File: src/sv/kmd_pkg.sv
// ----------------------------------------------------------------------------
// kmd_pkg
// Shared types, codes and key tables for the key matrix debouncer and
// layer encoder.
// ----------------------------------------------------------------------------
`default_nettype none

package kmd_pkg;

    // Field widths fixed by the item format.
    localparam int KEY_W      = 6;
    localparam int KEY_SPAN   = 2 ** KEY_W;
    localparam int HIST_W     = 7;
    localparam int CODE_W     = 8;
    localparam int LEN_W      = 3;
    localparam int LAYER_W    = 2;
    localparam int CFG_IDX_W  = 2;
    localparam int CFG_DATA_W = 6;

    // Default number of matrix keys.
    localparam int NUM_KEYS_DEF = 63;

    // Opcodes of an input item.
    localparam logic OP_SAMPLE = 1'b0;
    localparam logic OP_RESYNC = 1'b1;

    // Configuration register indexes.
    localparam logic [CFG_IDX_W-1:0] CFG_LAYER_KEY    = 2'd0;
    localparam logic [CFG_IDX_W-1:0] CFG_LOCK_KEY_A   = 2'd1;
    localparam logic [CFG_IDX_W-1:0] CFG_LOCK_KEY_B   = 2'd2;
    localparam logic [CFG_IDX_W-1:0] CFG_DEBOUNCE_LEN = 2'd3;

    // Configuration reset values.
    localparam logic [KEY_W-1:0] LAYER_KEY_RST    = 6'd4;
    localparam logic [KEY_W-1:0] LOCK_KEY_A_RST   = 6'd60;
    localparam logic [KEY_W-1:0] LOCK_KEY_B_RST   = 6'd61;
    localparam logic [LEN_W-1:0] DEBOUNCE_LEN_RST = 3'd7;

    // Layer numbers and lock codes.
    localparam logic [LAYER_W-1:0] LAYER_BASE   = 2'd0;
    localparam logic [LAYER_W-1:0] LAYER_FN     = 2'd1;
    localparam logic [LAYER_W-1:0] LAYER_LOCK_A = 2'd2;
    localparam logic [LAYER_W-1:0] LAYER_LOCK_B = 2'd3;
    localparam logic [1:0]         LOCK_NONE    = 2'd0;
    localparam logic [1:0]         LOCK_A       = 2'd1;
    localparam logic [1:0]         LOCK_B       = 2'd2;

    // Offset added to a code on a press.
    localparam logic [CODE_W-1:0] PRESS_OFFSET = 8'd128;

    typedef struct packed {
        logic             opcode;
        logic [KEY_W-1:0] key_index;
        logic             raw_level;
    } t_in_item;

    typedef struct packed {
        logic [CODE_W-1:0] event_code;
        logic              any_key_down;
    } t_result;

    typedef struct packed {
        logic [KEY_W-1:0] layer_key;
        logic [KEY_W-1:0] lock_key_a;
        logic [KEY_W-1:0] lock_key_b;
        logic [LEN_W-1:0] debounce_len;
    } t_cfg;

    // Base layout, also used by the two locked layers. Entries of 0x80 mark
    // layer keys, which produce no code.
    localparam logic [CODE_W-1:0] BASE_MAP [KEY_SPAN] = '{
        8'd1,  8'd15, 8'd58, 8'd42, 8'h80, 8'd86,  8'd30, 8'd16, 8'd2,
        8'd3,  8'd17, 8'd31, 8'd44, 8'd29, 8'd45,  8'd32, 8'd18, 8'd4,
        8'd5,  8'd19, 8'd33, 8'd46, 8'd56, 8'd47,  8'd34, 8'd20, 8'd6,
        8'd7,  8'd21, 8'd35, 8'd48, 8'd57, 8'd49,  8'd36, 8'd22, 8'd8,
        8'd9,  8'd23, 8'd37, 8'd50, 8'd0,  8'd51,  8'd38, 8'd24, 8'd10,
        8'd11, 8'd25, 8'd39, 8'd52, 8'd100, 8'd53, 8'd40, 8'd26, 8'd12,
        8'd13, 8'd27, 8'd43, 8'd54, 8'd97, 8'h80,  8'h80, 8'd28, 8'd14,
        8'd0
    };

    // Function layer: digit row to F1..F10, cursor and paging keys.
    localparam logic [CODE_W-1:0] FN_MAP [KEY_SPAN] = '{
        8'd1,  8'd15,  8'd58,  8'd42, 8'h80,  8'd86,  8'd30,  8'd16,  8'd59,
        8'd60, 8'd17,  8'd31,  8'd44, 8'd29,  8'd45,  8'd32,  8'd18,  8'd61,
        8'd62, 8'd19,  8'd33,  8'd46, 8'd56,  8'd47,  8'd34,  8'd20,  8'd63,
        8'd64, 8'd21,  8'd35,  8'd48, 8'd57,  8'd49,  8'd36,  8'd22,  8'd65,
        8'd66, 8'd23,  8'd37,  8'd50, 8'd0,   8'd51,  8'd105, 8'd24,  8'd67,
        8'd68, 8'd103, 8'd108, 8'd52, 8'd100, 8'd53,  8'd106, 8'd103, 8'd12,
        8'd13, 8'd104, 8'd109, 8'd54, 8'd97,  8'h80,  8'h80,  8'd28,  8'd14,
        8'd0
    };

    // Code of a key in a layer.
    function automatic logic [CODE_W-1:0] keymap_entry(input logic [LAYER_W-1:0] layer,
                                                       input logic [KEY_W-1:0]   key);
        return (layer == LAYER_FN) ? FN_MAP[key] : BASE_MAP[key];
    endfunction

    // A key whose base entry has the top bit set drives the layer logic.
    function automatic logic is_layer_key(input logic [KEY_W-1:0] key);
        return BASE_MAP[key][CODE_W-1];
    endfunction

    // History mask for a debounce length; a length of zero acts as one.
    function automatic logic [HIST_W-1:0] hist_mask(input logic [LEN_W-1:0] len);
        logic [LEN_W-1:0] eff;
        logic [HIST_W:0]  ones;
        eff  = (len == '0) ? LEN_W'(1) : len;
        ones = ((HIST_W+1)'(1) << eff) - (HIST_W+1)'(1);
        return ones[HIST_W-1:0];
    endfunction

endpackage

`default_nettype wire

File: src/sv/kmd_ram.sv
// ----------------------------------------------------------------------------
// kmd_ram
// Generic single-write, single-read RAM with a registered read port.
// ----------------------------------------------------------------------------
`default_nettype none

module kmd_ram #(
    parameter int WIDTH = 8,
    parameter int DEPTH = 64,
    parameter int AW    = (DEPTH > 1) ? $clog2(DEPTH) : 1
) (
    input  wire logic             i_clk,
    input  wire logic             i_we,
    input  wire logic [AW-1:0]    i_waddr,
    input  wire logic [WIDTH-1:0] i_wdata,
    input  wire logic             i_re,
    input  wire logic [AW-1:0]    i_raddr,
    output logic      [WIDTH-1:0] o_rdata
);

    logic [WIDTH-1:0] r_mem [DEPTH];

    // Write port.
    always_ff @(posedge i_clk) begin
        if (i_we) begin
            r_mem[i_waddr] <= i_wdata;
        end
    end

    // Registered read port; the output holds while no read is issued.
    always_ff @(posedge i_clk) begin
        if (i_re) begin
            o_rdata <= r_mem[i_raddr];
        end
    end

endmodule

`default_nettype wire

File: src/sv/kmd_core.sv
// ----------------------------------------------------------------------------
// kmd_core
// History read-modify-write pipeline, debounced key state, layer logic and
// the result register.
// ----------------------------------------------------------------------------
`default_nettype none

module kmd_core #(
    parameter int NUM_KEYS = kmd_pkg::NUM_KEYS_DEF
) (
    input  wire logic             i_clk,
    input  wire logic             i_rst_n,
    input  wire kmd_pkg::t_cfg    i_cfg,
    input  wire logic             i_valid,
    output logic                  o_stall,
    input  wire kmd_pkg::t_in_item i_item,
    output logic                  o_valid,
    input  wire logic             i_stall,
    output kmd_pkg::t_result      o_result
);

    import kmd_pkg::*;

    localparam int AW = (NUM_KEYS > 1) ? $clog2(NUM_KEYS) : 1;

    // Pipeline and state registers.
    logic                r_s1_valid;
    t_in_item            r_s1_item;
    logic                r_s1_fwd_hit;
    logic [HIST_W-1:0]   r_s1_fwd_data;
    logic [NUM_KEYS-1:0] r_hist_valid;
    logic [NUM_KEYS-1:0] r_down_mask;
    logic [NUM_KEYS-1:0] n_down_mask;
    logic [LAYER_W-1:0]  r_layer_select;
    logic [LAYER_W-1:0]  n_layer_select;
    logic [1:0]          r_layer_lock;
    logic [1:0]          n_layer_lock;
    logic                r_out_valid;
    t_result             r_out;

    logic                in_accept;
    logic                in_range;
    logic                in_work;
    logic [AW-1:0]       in_addr;
    logic [HIST_W-1:0]   ram_rdata;
    logic [AW-1:0]       s1_addr;
    logic                s1_go;
    logic                s1_stable;
    logic [HIST_W-1:0]   s1_mask;
    logic [HIST_W-1:0]   s1_hist;
    logic [HIST_W-1:0]   s1_shift;
    logic [HIST_W-1:0]   s1_new_hist;
    logic                s1_press;
    logic                s1_release;
    logic                s1_special;
    logic                s1_emit;
    logic [CODE_W-1:0]   s1_code;

    // A key counts as held only if it exists and its debounced state is set.
    function automatic logic key_held(input logic [NUM_KEYS-1:0] mask,
                                      input logic [KEY_W-1:0]    key);
        logic [KEY_SPAN-1:0] wide;
        wide = KEY_SPAN'(mask);
        return ({1'b0, key} < (KEY_W+1)'(NUM_KEYS)) && wide[key];
    endfunction

    // Input side: keys beyond the matrix are taken and dropped.
    assign in_accept = i_valid && !o_stall;
    assign in_range  = ({1'b0, i_item.key_index} < (KEY_W+1)'(NUM_KEYS));
    assign in_work   = in_accept && in_range;
    assign in_addr   = i_item.key_index[AW-1:0];

    // The second stage completes when the result register can take a value.
    assign s1_go   = r_s1_valid && (!r_out_valid || !i_stall);
    assign o_stall = r_s1_valid && !s1_go;
    assign s1_addr = r_s1_item.key_index[AW-1:0];

    // History store: one read per item, and one write back when the item leaves the second stage.
    kmd_ram #(
        .WIDTH (HIST_W),
        .DEPTH (NUM_KEYS),
        .AW    (AW)
    ) u_hist_ram (
        .i_clk   (i_clk),
        .i_we    (s1_go),
        .i_waddr (s1_addr),
        .i_wdata (s1_new_hist),
        .i_re    (in_work),
        .i_raddr (in_addr),
        .o_rdata (ram_rdata)
    );

    // Debounce step. A history written in the cycle of the read is forwarded,
    // and an entry never written reads as zero.
    always_comb begin
        s1_stable  = r_down_mask[s1_addr];
        s1_mask    = hist_mask(i_cfg.debounce_len);
        s1_hist    = r_s1_fwd_hit ? r_s1_fwd_data :
                     (r_hist_valid[s1_addr] ? ram_rdata : '0);
        s1_shift   = ((s1_hist << 1) & s1_mask) | HIST_W'(r_s1_item.raw_level);
        s1_press   = 1'b0;
        s1_release = 1'b0;
        if (r_s1_item.opcode == OP_RESYNC) begin
            s1_new_hist = s1_stable ? s1_mask : '0;
        end else if (s1_stable && (s1_shift == '0)) begin
            s1_release  = 1'b1;
            s1_new_hist = '0;
        end else if (!s1_stable && (s1_shift == s1_mask)) begin
            s1_press    = 1'b1;
            s1_new_hist = s1_mask;
        end else begin
            s1_new_hist = s1_shift;
        end
    end

    // Debounced key state after this item.
    always_comb begin
        n_down_mask = r_down_mask;
        if (s1_go && s1_press) begin
            n_down_mask[s1_addr] = 1'b1;
        end else if (s1_go && s1_release) begin
            n_down_mask[s1_addr] = 1'b0;
        end
    end

    // Layer logic, run when a layer key changes state.
    assign s1_special = is_layer_key(r_s1_item.key_index);
    always_comb begin
        n_layer_select = r_layer_select;
        n_layer_lock   = r_layer_lock;
        if (s1_go && s1_special && (s1_press || s1_release)) begin
            if (key_held(n_down_mask, i_cfg.layer_key)) begin
                n_layer_select = LAYER_FN;
                n_layer_lock   = LOCK_NONE;
                if (key_held(n_down_mask, i_cfg.lock_key_a)) begin
                    n_layer_select = LAYER_LOCK_A;
                    n_layer_lock   = LOCK_A;
                end else if (key_held(n_down_mask, i_cfg.lock_key_b)) begin
                    n_layer_select = LAYER_LOCK_B;
                    n_layer_lock   = LOCK_B;
                end
            end else if (r_layer_lock == LOCK_NONE) begin
                n_layer_select = LAYER_BASE;
            end
        end
    end

    // Code lookup in the current layer.
    assign s1_emit = (s1_press || s1_release) && !s1_special;
    assign s1_code = keymap_entry(r_layer_select, r_s1_item.key_index) +
                     (s1_press ? PRESS_OFFSET : '0);

    // Control state.
    always_ff @(posedge i_clk) begin
        if (!i_rst_n) begin
            r_s1_valid     <= 1'b0;
            r_hist_valid   <= '0;
            r_down_mask    <= '0;
            r_layer_select <= LAYER_BASE;
            r_layer_lock   <= LOCK_NONE;
            r_out_valid    <= 1'b0;
        end else begin
            if (in_accept) begin
                r_s1_valid <= in_range;
            end else if (s1_go) begin
                r_s1_valid <= 1'b0;
            end
            if (s1_go) begin
                r_hist_valid[s1_addr] <= 1'b1;
            end
            r_down_mask    <= n_down_mask;
            r_layer_select <= n_layer_select;
            r_layer_lock   <= n_layer_lock;
            if (s1_go && s1_emit) begin
                r_out_valid <= 1'b1;
            end else if (!i_stall) begin
                r_out_valid <= 1'b0;
            end
        end
    end

    // Payload registers, including the forwarded history for the next item.
    always_ff @(posedge i_clk) begin
        if (in_work) begin
            r_s1_item     <= i_item;
            r_s1_fwd_hit  <= s1_go && (s1_addr == in_addr);
            r_s1_fwd_data <= s1_new_hist;
        end
        if (s1_go && s1_emit) begin
            r_out.event_code   <= s1_code;
            r_out.any_key_down <= |n_down_mask;
        end
    end

    assign o_valid  = r_out_valid;
    assign o_result = r_out;

    // The input side stalls only behind an occupied second stage.
    a_stall_needs_item: assert property (@(posedge i_clk) disable iff (!i_rst_n)
        o_stall |-> r_s1_valid)
        else $error("input stalled with an empty second stage");

    // The reported flag matches the key state committed with the result.
    a_any_down_match: assert property (@(posedge i_clk) disable iff (!i_rst_n)
        (s1_go && s1_emit) |=> (r_out.any_key_down == (|r_down_mask)))
        else $error("any_key_down disagrees with the key state");

    // A latched layer always pairs with its lock code.
    a_lock_layer: assert property (@(posedge i_clk) disable iff (!i_rst_n)
        (r_layer_lock != LOCK_NONE) |-> (r_layer_select == (r_layer_lock + 2'd1)))
        else $error("layer lock and layer select disagree");

    // An accepted press leaves the key marked as down.
    a_press_sets_down: assert property (@(posedge i_clk) disable iff (!i_rst_n)
        (s1_go && s1_press) |=> r_down_mask[$past(s1_addr)])
        else $error("press did not set the key state");

endmodule

`default_nettype wire

File: src/sv/key_matrix_debounce_layer_encoder.sv
// ----------------------------------------------------------------------------
// key_matrix_debounce_layer_encoder
// Debounces raw key matrix samples and turns accepted key changes into
// layered key codes.
// ----------------------------------------------------------------------------
// Usage:
// The input channel (i_valid, o_stall, i_item) carries one raw sample or one
// resync command per transaction for a single key. The output channel
// (o_valid, i_stall, o_result) carries one transaction per accepted press or
// release of an ordinary key: the mapped code, plus 128 on a press, and the
// any-key-down flag. Samples that change nothing, resyncs, layer keys and keys
// beyond the matrix give no output transaction.
// One item is accepted per cycle while o_stall is low. Its result is visible
// on o_valid after the update stage and the result register: the history
// memory read is issued at the accepting edge, and the update and the result
// register write follow. The single read-modify-write of the history memory
// per item sets this rate; a write in the cycle of the next read is forwarded.
// When the receiver stalls, the result stays in the output register and one
// more item is taken into the update stage; after that o_stall rises.
// Reset clears all key histories, key states and layers at once and loads the
// register defaults. Configuration is written through i_cfg_valid/o_cfg_ready;
// the user must write it only while no item is in flight; the block does not enforce this.
// ----------------------------------------------------------------------------
`default_nettype none

module key_matrix_debounce_layer_encoder #(
    parameter int NUM_KEYS = kmd_pkg::NUM_KEYS_DEF
) (
    input  wire logic                              i_clk,
    input  wire logic                              i_rst_n,
    input  wire logic                              i_valid,
    output logic                                   o_stall,
    input  wire kmd_pkg::t_in_item                 i_item,
    output logic                                   o_valid,
    input  wire logic                              i_stall,
    output kmd_pkg::t_result                       o_result,
    input  wire logic                              i_cfg_valid,
    output logic                                   o_cfg_ready,
    input  wire logic [kmd_pkg::CFG_IDX_W-1:0]     i_cfg_index,
    input  wire logic [kmd_pkg::CFG_DATA_W-1:0]    i_cfg_data
);

    import kmd_pkg::*;

    t_cfg r_cfg;

    // Configuration writes are always taken.
    assign o_cfg_ready = 1'b1;

    // Configuration registers.
    always_ff @(posedge i_clk) begin
        if (!i_rst_n) begin
            r_cfg.layer_key    <= LAYER_KEY_RST;
            r_cfg.lock_key_a   <= LOCK_KEY_A_RST;
            r_cfg.lock_key_b   <= LOCK_KEY_B_RST;
            r_cfg.debounce_len <= DEBOUNCE_LEN_RST;
        end else if (i_cfg_valid && o_cfg_ready) begin
            case (i_cfg_index)
                CFG_LAYER_KEY: begin
                    r_cfg.layer_key <= i_cfg_data[KEY_W-1:0];
                end
                CFG_LOCK_KEY_A: begin
                    r_cfg.lock_key_a <= i_cfg_data[KEY_W-1:0];
                end
                CFG_LOCK_KEY_B: begin
                    r_cfg.lock_key_b <= i_cfg_data[KEY_W-1:0];
                end
                CFG_DEBOUNCE_LEN: begin
                    r_cfg.debounce_len <= i_cfg_data[LEN_W-1:0];
                end
                default: begin
                    r_cfg <= r_cfg;
                end
            endcase
        end
    end

    kmd_core #(
        .NUM_KEYS (NUM_KEYS)
    ) u_core (
        .i_clk    (i_clk),
        .i_rst_n  (i_rst_n),
        .i_cfg    (r_cfg),
        .i_valid  (i_valid),
        .o_stall  (o_stall),
        .i_item   (i_item),
        .o_valid  (o_valid),
        .i_stall  (i_stall),
        .o_result (o_result)
    );

endmodule

`default_nettype wire
File: config.mk
export PLATFORM = sky130hd
export DESIGN_NAME = key_matrix_debounce_layer_encoder
export DESIGN_NICKNAME = d
export VERILOG_FILES = /design/src/sv/kmd_pkg.sv /design/src/sv/kmd_ram.sv /design/src/sv/kmd_core.sv /design/src/sv/key_matrix_debounce_layer_encoder.sv
export SDC_FILE = /design/constraint.sdc
export NUM_CORES = 1
export LEC_CHECK = 0
export ABC_AREA = 1
export BUFFER_PORTS_ARGS = -buffer_cell sky130_fd_sc_hd__buf_2
export CORE_AREA = 5 5 235 408
export DETAILED_ROUTE_END_ITERATION = 8
export DIE_AREA = 0 0 240 413
export GPL_ROUTABILITY_DRIVEN = 1
export PLACE_DENSITY = 0.53
export SETUP_SLACK_MARGIN = 0.2
export SLEW_MARGIN = 20
export SYNTH_ARGS = -nofsm -noshare
export SYNTH_HDL_FRONTEND = slang
export SYNTH_HIERARCHICAL = 1
export SYNTH_SLANG_ARGS = --single-unit
File: constraint.sdc
create_clock -name i_clk -period 6.8 [get_ports i_clk]
set_input_delay 2.04 -clock i_clk [delete_from_list [all_inputs] [get_ports i_clk]]
set_output_delay 2.04 -clock i_clk [all_outputs]
set_load 0.05 [all_outputs]
==> results of run 1 <==
==> worst paths after layout <==
kind,start,endpoint,slack [ns],cells past startpoint
setup reg to reg,u_core/s1_addr[3]$_DFFE_PP_,u_core/r_layer_lock[0]$_SDFFE_PN0P_,1.73,26
setup / recovery,u_core/s1_addr[3]$_DFFE_PP_,u_core/r_layer_lock[0]$_SDFFE_PN0P_,1.73,26
hold reg to reg,u_core/r_hist_valid[38]$_SDFFE_PN0P_,u_core/r_hist_valid[38]$_SDFFE_PN0P_,0.45,2
hold / removal,u_core/r_hist_valid[38]$_SDFFE_PN0P_,u_core/r_hist_valid[38]$_SDFFE_PN0P_,0.45,2
==> layer usage <==
metal | part of all wire [%] | track usage, % | up-vias
met1 | 34 | 21.9 | 11700
met3 | 4.5 | 2.38 | 396
met5 | 0 | 0 | -
li1 | - | - | 11600
met2 | 52 | 39.4 | 984
met4 | 9.9 | 17.3 | 0
==> registers in the layout, indices dropped and copies added, names as in the netlist <==
name	count
u_core/s1_addr	6
u_core/u_hist_ram/r_mem	378
u_core/r_s1_item	2
u_core/r_s1_fwd_data	6
r_cfg	21
u_core/r_s1_fwd_hit	1
u_core/o_valid	1
u_core/r_layer_lock	2
u_core/o_result	9
u_core/r_down_mask	63
u_core/u_hist_ram/o_rdata	6
u_core/r_s1_valid	1
u_core/r_layer_select	2
u_core/r_hist_valid	63
==> stage by stage <==
stage	std cells	util (%)	instance area (µm²)	total power, mW
after floorplan	3513	-	28400	4.27
after global placement	4585	32.1	29600	4.55
after detailed placement	4585	32.1	29600	4.55
after CTS	4679	34.0	31400	7.66
after global routing	4679	34.0	31400	7.85
final	4679	34.0	31400	7.61
==> power groups by stage <==
| stage | sequential (mW) | clock [mW] | combinational, mW |
|---|---|---|---|
| after floorplan | 3.80 | 0 | 0.476 |
| after global placement | 3.80 | 0 | 0.743 |
| after detailed placement | 3.80 | 0 | 0.741 |
| after CTS | 3.73 | 3.19 | 0.744 |
| after global routing | 3.73 | 3.31 | 0.807 |
| final | 3.73 | 3.13 | 0.752 |
==> layout make-up <==
| class | instances | share of cell area, % |
|---|---|---|
| well taps | 1200 | 4.78 |
| repair buffers | 80 | 1.97 |
| clock buffers | 59 | 4.22 |
| flip-flops and latches | 561 | 48.7 |
| clock inverters | 35 | 1.50 |
| inverters | 223 | 2.69 |
| multi-input cells | 2521 | 36.1 |
==> worst min-delay path, delay by kind of cell (launching register included) <==
family                 cells  cell delay [ns]
flip-flops                 1             0.31
buffers and inverters      1             0.05
AO/OA/AOI/OAI              1             0.05
==> metrics.md, run 1 <==
| Metric | Value |
|---|---|
| Syn Nets | `3,549` |
| RSZ-0062 raised after global routing | `false` |
| Final WS setup | `1.73 ns` |
| Full die area | `99,100 µm²` |
| Synthesized area per cell | `8.09 µm²` |
| Crit Path Max Fanout | `21` |
| Worst slew pin tran | `1.02 ns` |
| FILL cells | `9,651` |
| DP HPWL | `74.9 mm` |
| Pint | `5.64 mW` |
| DR vias | `24.7k` |
| Worst skew pair latency | `0.64 ns` |
| Status | `completed` |
| Core Area | `92,400 µm²` |
| CTS Buf Count | `52` |
| DRC Markers | `0` |
| Clk pwr share | `41.1%` |
| Synth Warn # | `6` |
| Worst Setup Start Kind | `register` |
| Final Net Count | `3,475` |
| Largest net degree at the start of global routing | `137` |
| Register share of total power | `49.0%` |
| Routability cong. | `0.987` |
| First-pass DRT Iterations | `5` |
| Final setup fails | `0` |
| Synth Cell Area | `28,400 µm²` |
| Post-Synthesis Cells | `3,513` |
| Final Hold Viols | `0` |
| Most frequent cells in the layout | `nand2_1 (1,139), nand3_1 (611), edfxtp_1 (408)` |
| # IOs | `33` |
| Die Span X | `240 µm` |
| Post-CTS Repair Setup Buffers | `0` |
| DRT iter0 DRCs | `1,978` |
| CP Capture Type | `register` |
| Power Density | `242 nW/µm²` |
| CP Data Arrival Time | `5.60 ns` |
| Minimum clock period | `5.07 ns` |
| Initial antenna violation count | `1` |
| Share of layout cells above drive strength 1 | `6.12%` |
| Final WL | `110 mm` |
| Hold WC Path Type | `reg -> reg` |
| Global route overflow | `0` |
| Max Clock Freq | `197 MHz` |
| # port buffers | `31` |
| Sw Ratio | `25.9%` |
| CTS max path bufs | `3` |
| Vias in the first global route | `24.1k` |
| Req. time, crit path | `7.34 ns` |
| N_diodes | `0` |
| Max-Slew Margin vs Limit | `31.8%` |
| Sw Pwr | `1.97 mW` |
| Hold WS | `0.452 ns` |
| Setup_tns | `0 ns` |
| Skew final | `0.0402 ns` |
| Commonest non-fill, non-tap cell in the layout | `nand2_1` |
| Maximum VDD drop | `0.000209 V` |
| WS Path Type | `reg -> reg` |
| GRT Total Usage | `21.6%` |
| Die height | `413 µm` |
| Reg clk slew, reported paths | `0.07 ns` |
| Critical path's slowest cell | `edfxtp_1` |
| Fin. max-slew vios | `0` |
| CP peak stage delay | `0.90 ns` |
| First-pass GRT wire length | `159 mm` |
| Routed Antenna Nets | `0` |
| Leak | `12.3 nW` |
| Max_cap viols | `0` |
| Resized cells post-CTS | `0` |
| CP dominant cell by count | `nand2_1` |
| WL per Instance | `23.6 µm` |
| Final Cycle Share | `74.5%` |
| Root buffer cell | `clkbuf_16` |
| Clk sinks | `561` |
| CTS tree | `yes` |
| Max H-tree Level | `2` |
| Routed vias/inst | `5.28` |
| Bufs and invs on worst path | `3` |
| Register area | `15,300 µm²` |
| Row cnt | `148` |
| Crit path max-delay family | `simple AND/OR/NAND/NOR gates` |
| Post-place setup slack | `1.79 ns` |
| Initial Util | `30.8%` |
| Multi-input combinational cell area | `11,400 µm²` |
| Number of hold buffers added after cts | `0` |
| Logic pwr share | `9.9%` |
| Synth-to-Final Area Change | `10.5%` |
Note: power is estimated with default switching activity, not from simulation.
==> run 2, diff against run 1 <==
clock period = 5.2 ns   (was 6.8 ns; I/O delays follow)
==> run 2 against run 1 <==
  * Clock power grew 25%
  * Via count grew 1.9%
  * Final cell count grew 0.49%
  * Combinational power grew 34%
  * Sequential share of layout area shrank 0.27 points
  * Die area is the same
  * Hold slack lost 0.00078 ns
  * Flip-flop and latch count is the same
  * Critical path depth grew 5
==> metrics.md, run 2 (synthesis results as in run 1) <==
| Metric | Value |
|---|---|
| Leak | `12.4 nW (+0.82%)` |
| Worst skew pair latency | `0.63 ns (about the same)` |
| Clk sinks | `561 (unchanged)` |
| # IOs | `33 (unchanged)` |
| WS Path Type | `reg -> reg` |
| Area after DPL | `29,900 µm² (+0.92%)` |
| Status | `completed` |
| Die height | `413 µm (unchanged)` |
| Final setup fails | `0 (unchanged)` |
| DRC Markers | `0 (unchanged)` |
| Critical path's slowest cell | `nor2_4` |
| Full die area | `99,100 µm² (unchanged)` |
| Final Net Count | `3,499 (+0.69%)` |
| Skew final | `0.0371 ns (-0.00314 ns)` |
| CP Capture Type | `register` |
| Top reg by flops | `u_core/u_hist_ram/r_mem` |
| Core Area | `92,400 µm² (unchanged)` |
| Routed Antenna Nets | `0 (unchanged)` |
| Reg clk slew, reported paths | `0.07 ns (about the same)` |
| Largest net degree at the start of global routing | `150 (+9.5%)` |
| WL per Instance | `24.0 µm (+1.9%)` |
| CP peak stage delay | `0.45 ns (-0.45 ns)` |
| DRT iter0 DRCs | `2,227 (+13%)` |
| GRT Total Usage | `22.1% (+0.51 points)` |
| Tot Pwr | `9.80 mW (+29%)` |
| DR vias | `25.2k (+1.9%)` |
| Share of layout cells above drive strength 1 | `6.51% (+0.39 points)` |
| CTS tree | `yes` |
| Bufs and invs on worst path | `4 (+1)` |
| CTS Buf Count | `51 (-1.9%)` |
| Commonest non-fill, non-tap cell in the layout | `nand2_1` |
| Design Area, Final | `31,600 µm² (+0.57%)` |
| First-pass DRT Iterations | `9 (+4)` |
| Maximum VDD drop | `0.000261 V (+25%)` |
| Reg2reg setup slack | `0.56 ns (-1.18 ns)` |
| Max_cap viols | `0 (unchanged)` |
| Minimum clock period | `4.64 ns (-0.424 ns)` |
| RSZ-0062 raised after global routing | `false` |
| Routability cong. | `0.988 (+0.13%)` |
| Fin. max-slew vios | `0 (unchanged)` |
| Crit path max-delay family | `simple AND/OR/NAND/NOR gates` |
| Power Density | `310 nW/µm² (+28%)` |
| Max H-tree Level | `2 (unchanged)` |
| First-pass GRT wire length | `163 mm (+2.3%)` |
| CTS max path bufs | `3 (unchanged)` |
| Largest registers | `u_core/u_hist_ram/r_mem x378, u_core/r_down_mask x63, u_core/r_hist_valid x63` |
| FILL cells | `9,687 (+0.37%)` |
| Max-Slew Margin vs Limit | `31.9% (+0.093 points)` |
| CP Data Arrival Time | `5.14 ns (-0.46 ns)` |
| CP dominant cell by count | `nand2_1` |
| Die Span X | `240 µm (unchanged)` |
| Final WL | `113 mm (+2.4%)` |
| Routed vias/inst | `5.35 (+1.4%)` |
| Worst slew pin tran | `1.02 ns (-0.00516 ns)` |
| Final Hold Viols | `0 (unchanged)` |
| Most frequent cells in the layout | `nand2_1 (1,139), nand3_1 (611), edfxtp_1 (408)` |
| Crit Path Max Fanout | `36 (+71%)` |
| Global route overflow | `0 (unchanged)` |
| Post-CTS Repair Setup Buffers | `0 (unchanged)` |
| Initial Util | `30.8% (unchanged)` |
| DP HPWL | `76.2 mm (+1.7%)` |
| Max reg flops | `378 (unchanged)` |
| Final Cycle Share | `89.3% (+15 points)` |
| # port buffers | `31 (unchanged)` |
| Setup_tns | `0 ns (unchanged)` |
| Initial antenna violation count | `1 (unchanged)` |
| Synth-to-Final Area Change | `11.2%` |
| Vias in the first global route | `24.3k (+0.97%)` |
| Worst Setup Start Kind | `register` |
| Hold WC Path Type | `reg -> reg` |
| Root buffer cell | `clkbuf_16` |
| Req. time, crit path | `5.70 ns (-1.64 ns)` |
| Row cnt | `148 (unchanged)` |
| Max Clock Freq | `215 MHz (+9.1%)` |
==> run 2: cell count changes in the layout (fill, tap and decap cells not counted), moves of 2 or more <==
| cell | previous run | this run |
|---|---|---|
| clkinv_1 | 18 | 15 |
| nor4_1 | 12 | 16 |
| buf_12 | 7 | 17 |
| bufinv_16 | 9 | 6 |
| clkbuf_1 | 7 | 13 |
| nor4_2 | 4 | 0 |
| nor2_2 | 4 | 6 |
| clkinv_2 | 8 | 6 |
| buf_4 | 43 | 56 |
==> run 2: report_power, final <==
group          total (mW)  leakage [nW]  internal [mW]  switching, mW
registers            4.88          5.05           4.84         0.0353
logic                1.01          6.53          0.248          0.764
clock network        3.91         0.809           2.13           1.78
total                9.80          12.4           7.22           2.58
==> run 2: timing repair <==
action,CTS,global route
resized for setup,0,2
endpoints found under the setup margin,0,5
hold buffers,0,0
==> run 2: cell type report <==
| class | instances | area [µm²] | share of cell area, % |
|---|---|---|---|
| sequential | 561 | 15300 | 48.5 |
| multi-input combinational | 2523 | 11300 | 35.9 |
| tap | 1200 | 1500 | 4.75 |
| clock buffer | 64 | 1330 | 4.19 |
| timing repair buffer | 103 | 917 | 2.90 |
| inverter | 223 | 848 | 2.68 |
| clock inverter | 27 | 360 | 1.14 |
| antenna | 1 | 2.50 | 0.00792 |
==> run 2: path summary, 6_finish.rpt <==
| kind | startpoint | to | cells after the start |
|---|---|---|---|
| setup / recovery | u_core/s1_addr[0]$_DFFE_PP_ | u_core/r_layer_select[1]$_SDFFE_PN0P_ | 31 |
| hold / removal | u_core/r_hist_valid[18]$_SDFFE_PN0P_ | u_core/r_hist_valid[18]$_SDFFE_PN0P_ | 2 |
| setup reg to reg | u_core/s1_addr[0]$_DFFE_PP_ | u_core/r_layer_select[1]$_SDFFE_PN0P_ | 31 |
| hold reg to reg | u_core/r_hist_valid[18]$_SDFFE_PN0P_ | u_core/r_hist_valid[18]$_SDFFE_PN0P_ | 2 |
==> run 2: per-layer routing <==
layer	GRT usage, %	vias to the layer above	share of wire, %
met5	0	-	0
met4	15.2	0	8.6
met2	40.6	1041	52
met1	23.1	12100	34
li1	-	11700	-
met3	2.63	372	5.1
==> run 2: tightest hold or removal path, delay by kind of cell (launching register included) <==
family                 cells  cell delay [ns]
buffers and inverters      1             0.04
flip-flops                 1             0.31
AO/OA/AOI/OAI              1             0.05
==> run 2: through the flow <==
stage / util (%) / cells / hold slack, ns / setup WS [ns]
3_3_place_gp: 32.4 / 4608 / 0.438 / 0.582
2_1_floorplan: - / 3513 / 0.427 / 0.314
4_1_cts: 34.2 / 4699 / 0.453 / 0.559
5_1_grt: 34.2 / 4701 / 0.476 / 0.222
6_report: 34.2 / 4702 / 0.451 / 0.559
3_5_place_dp: 32.4 / 4608 / 0.443 / 0.612
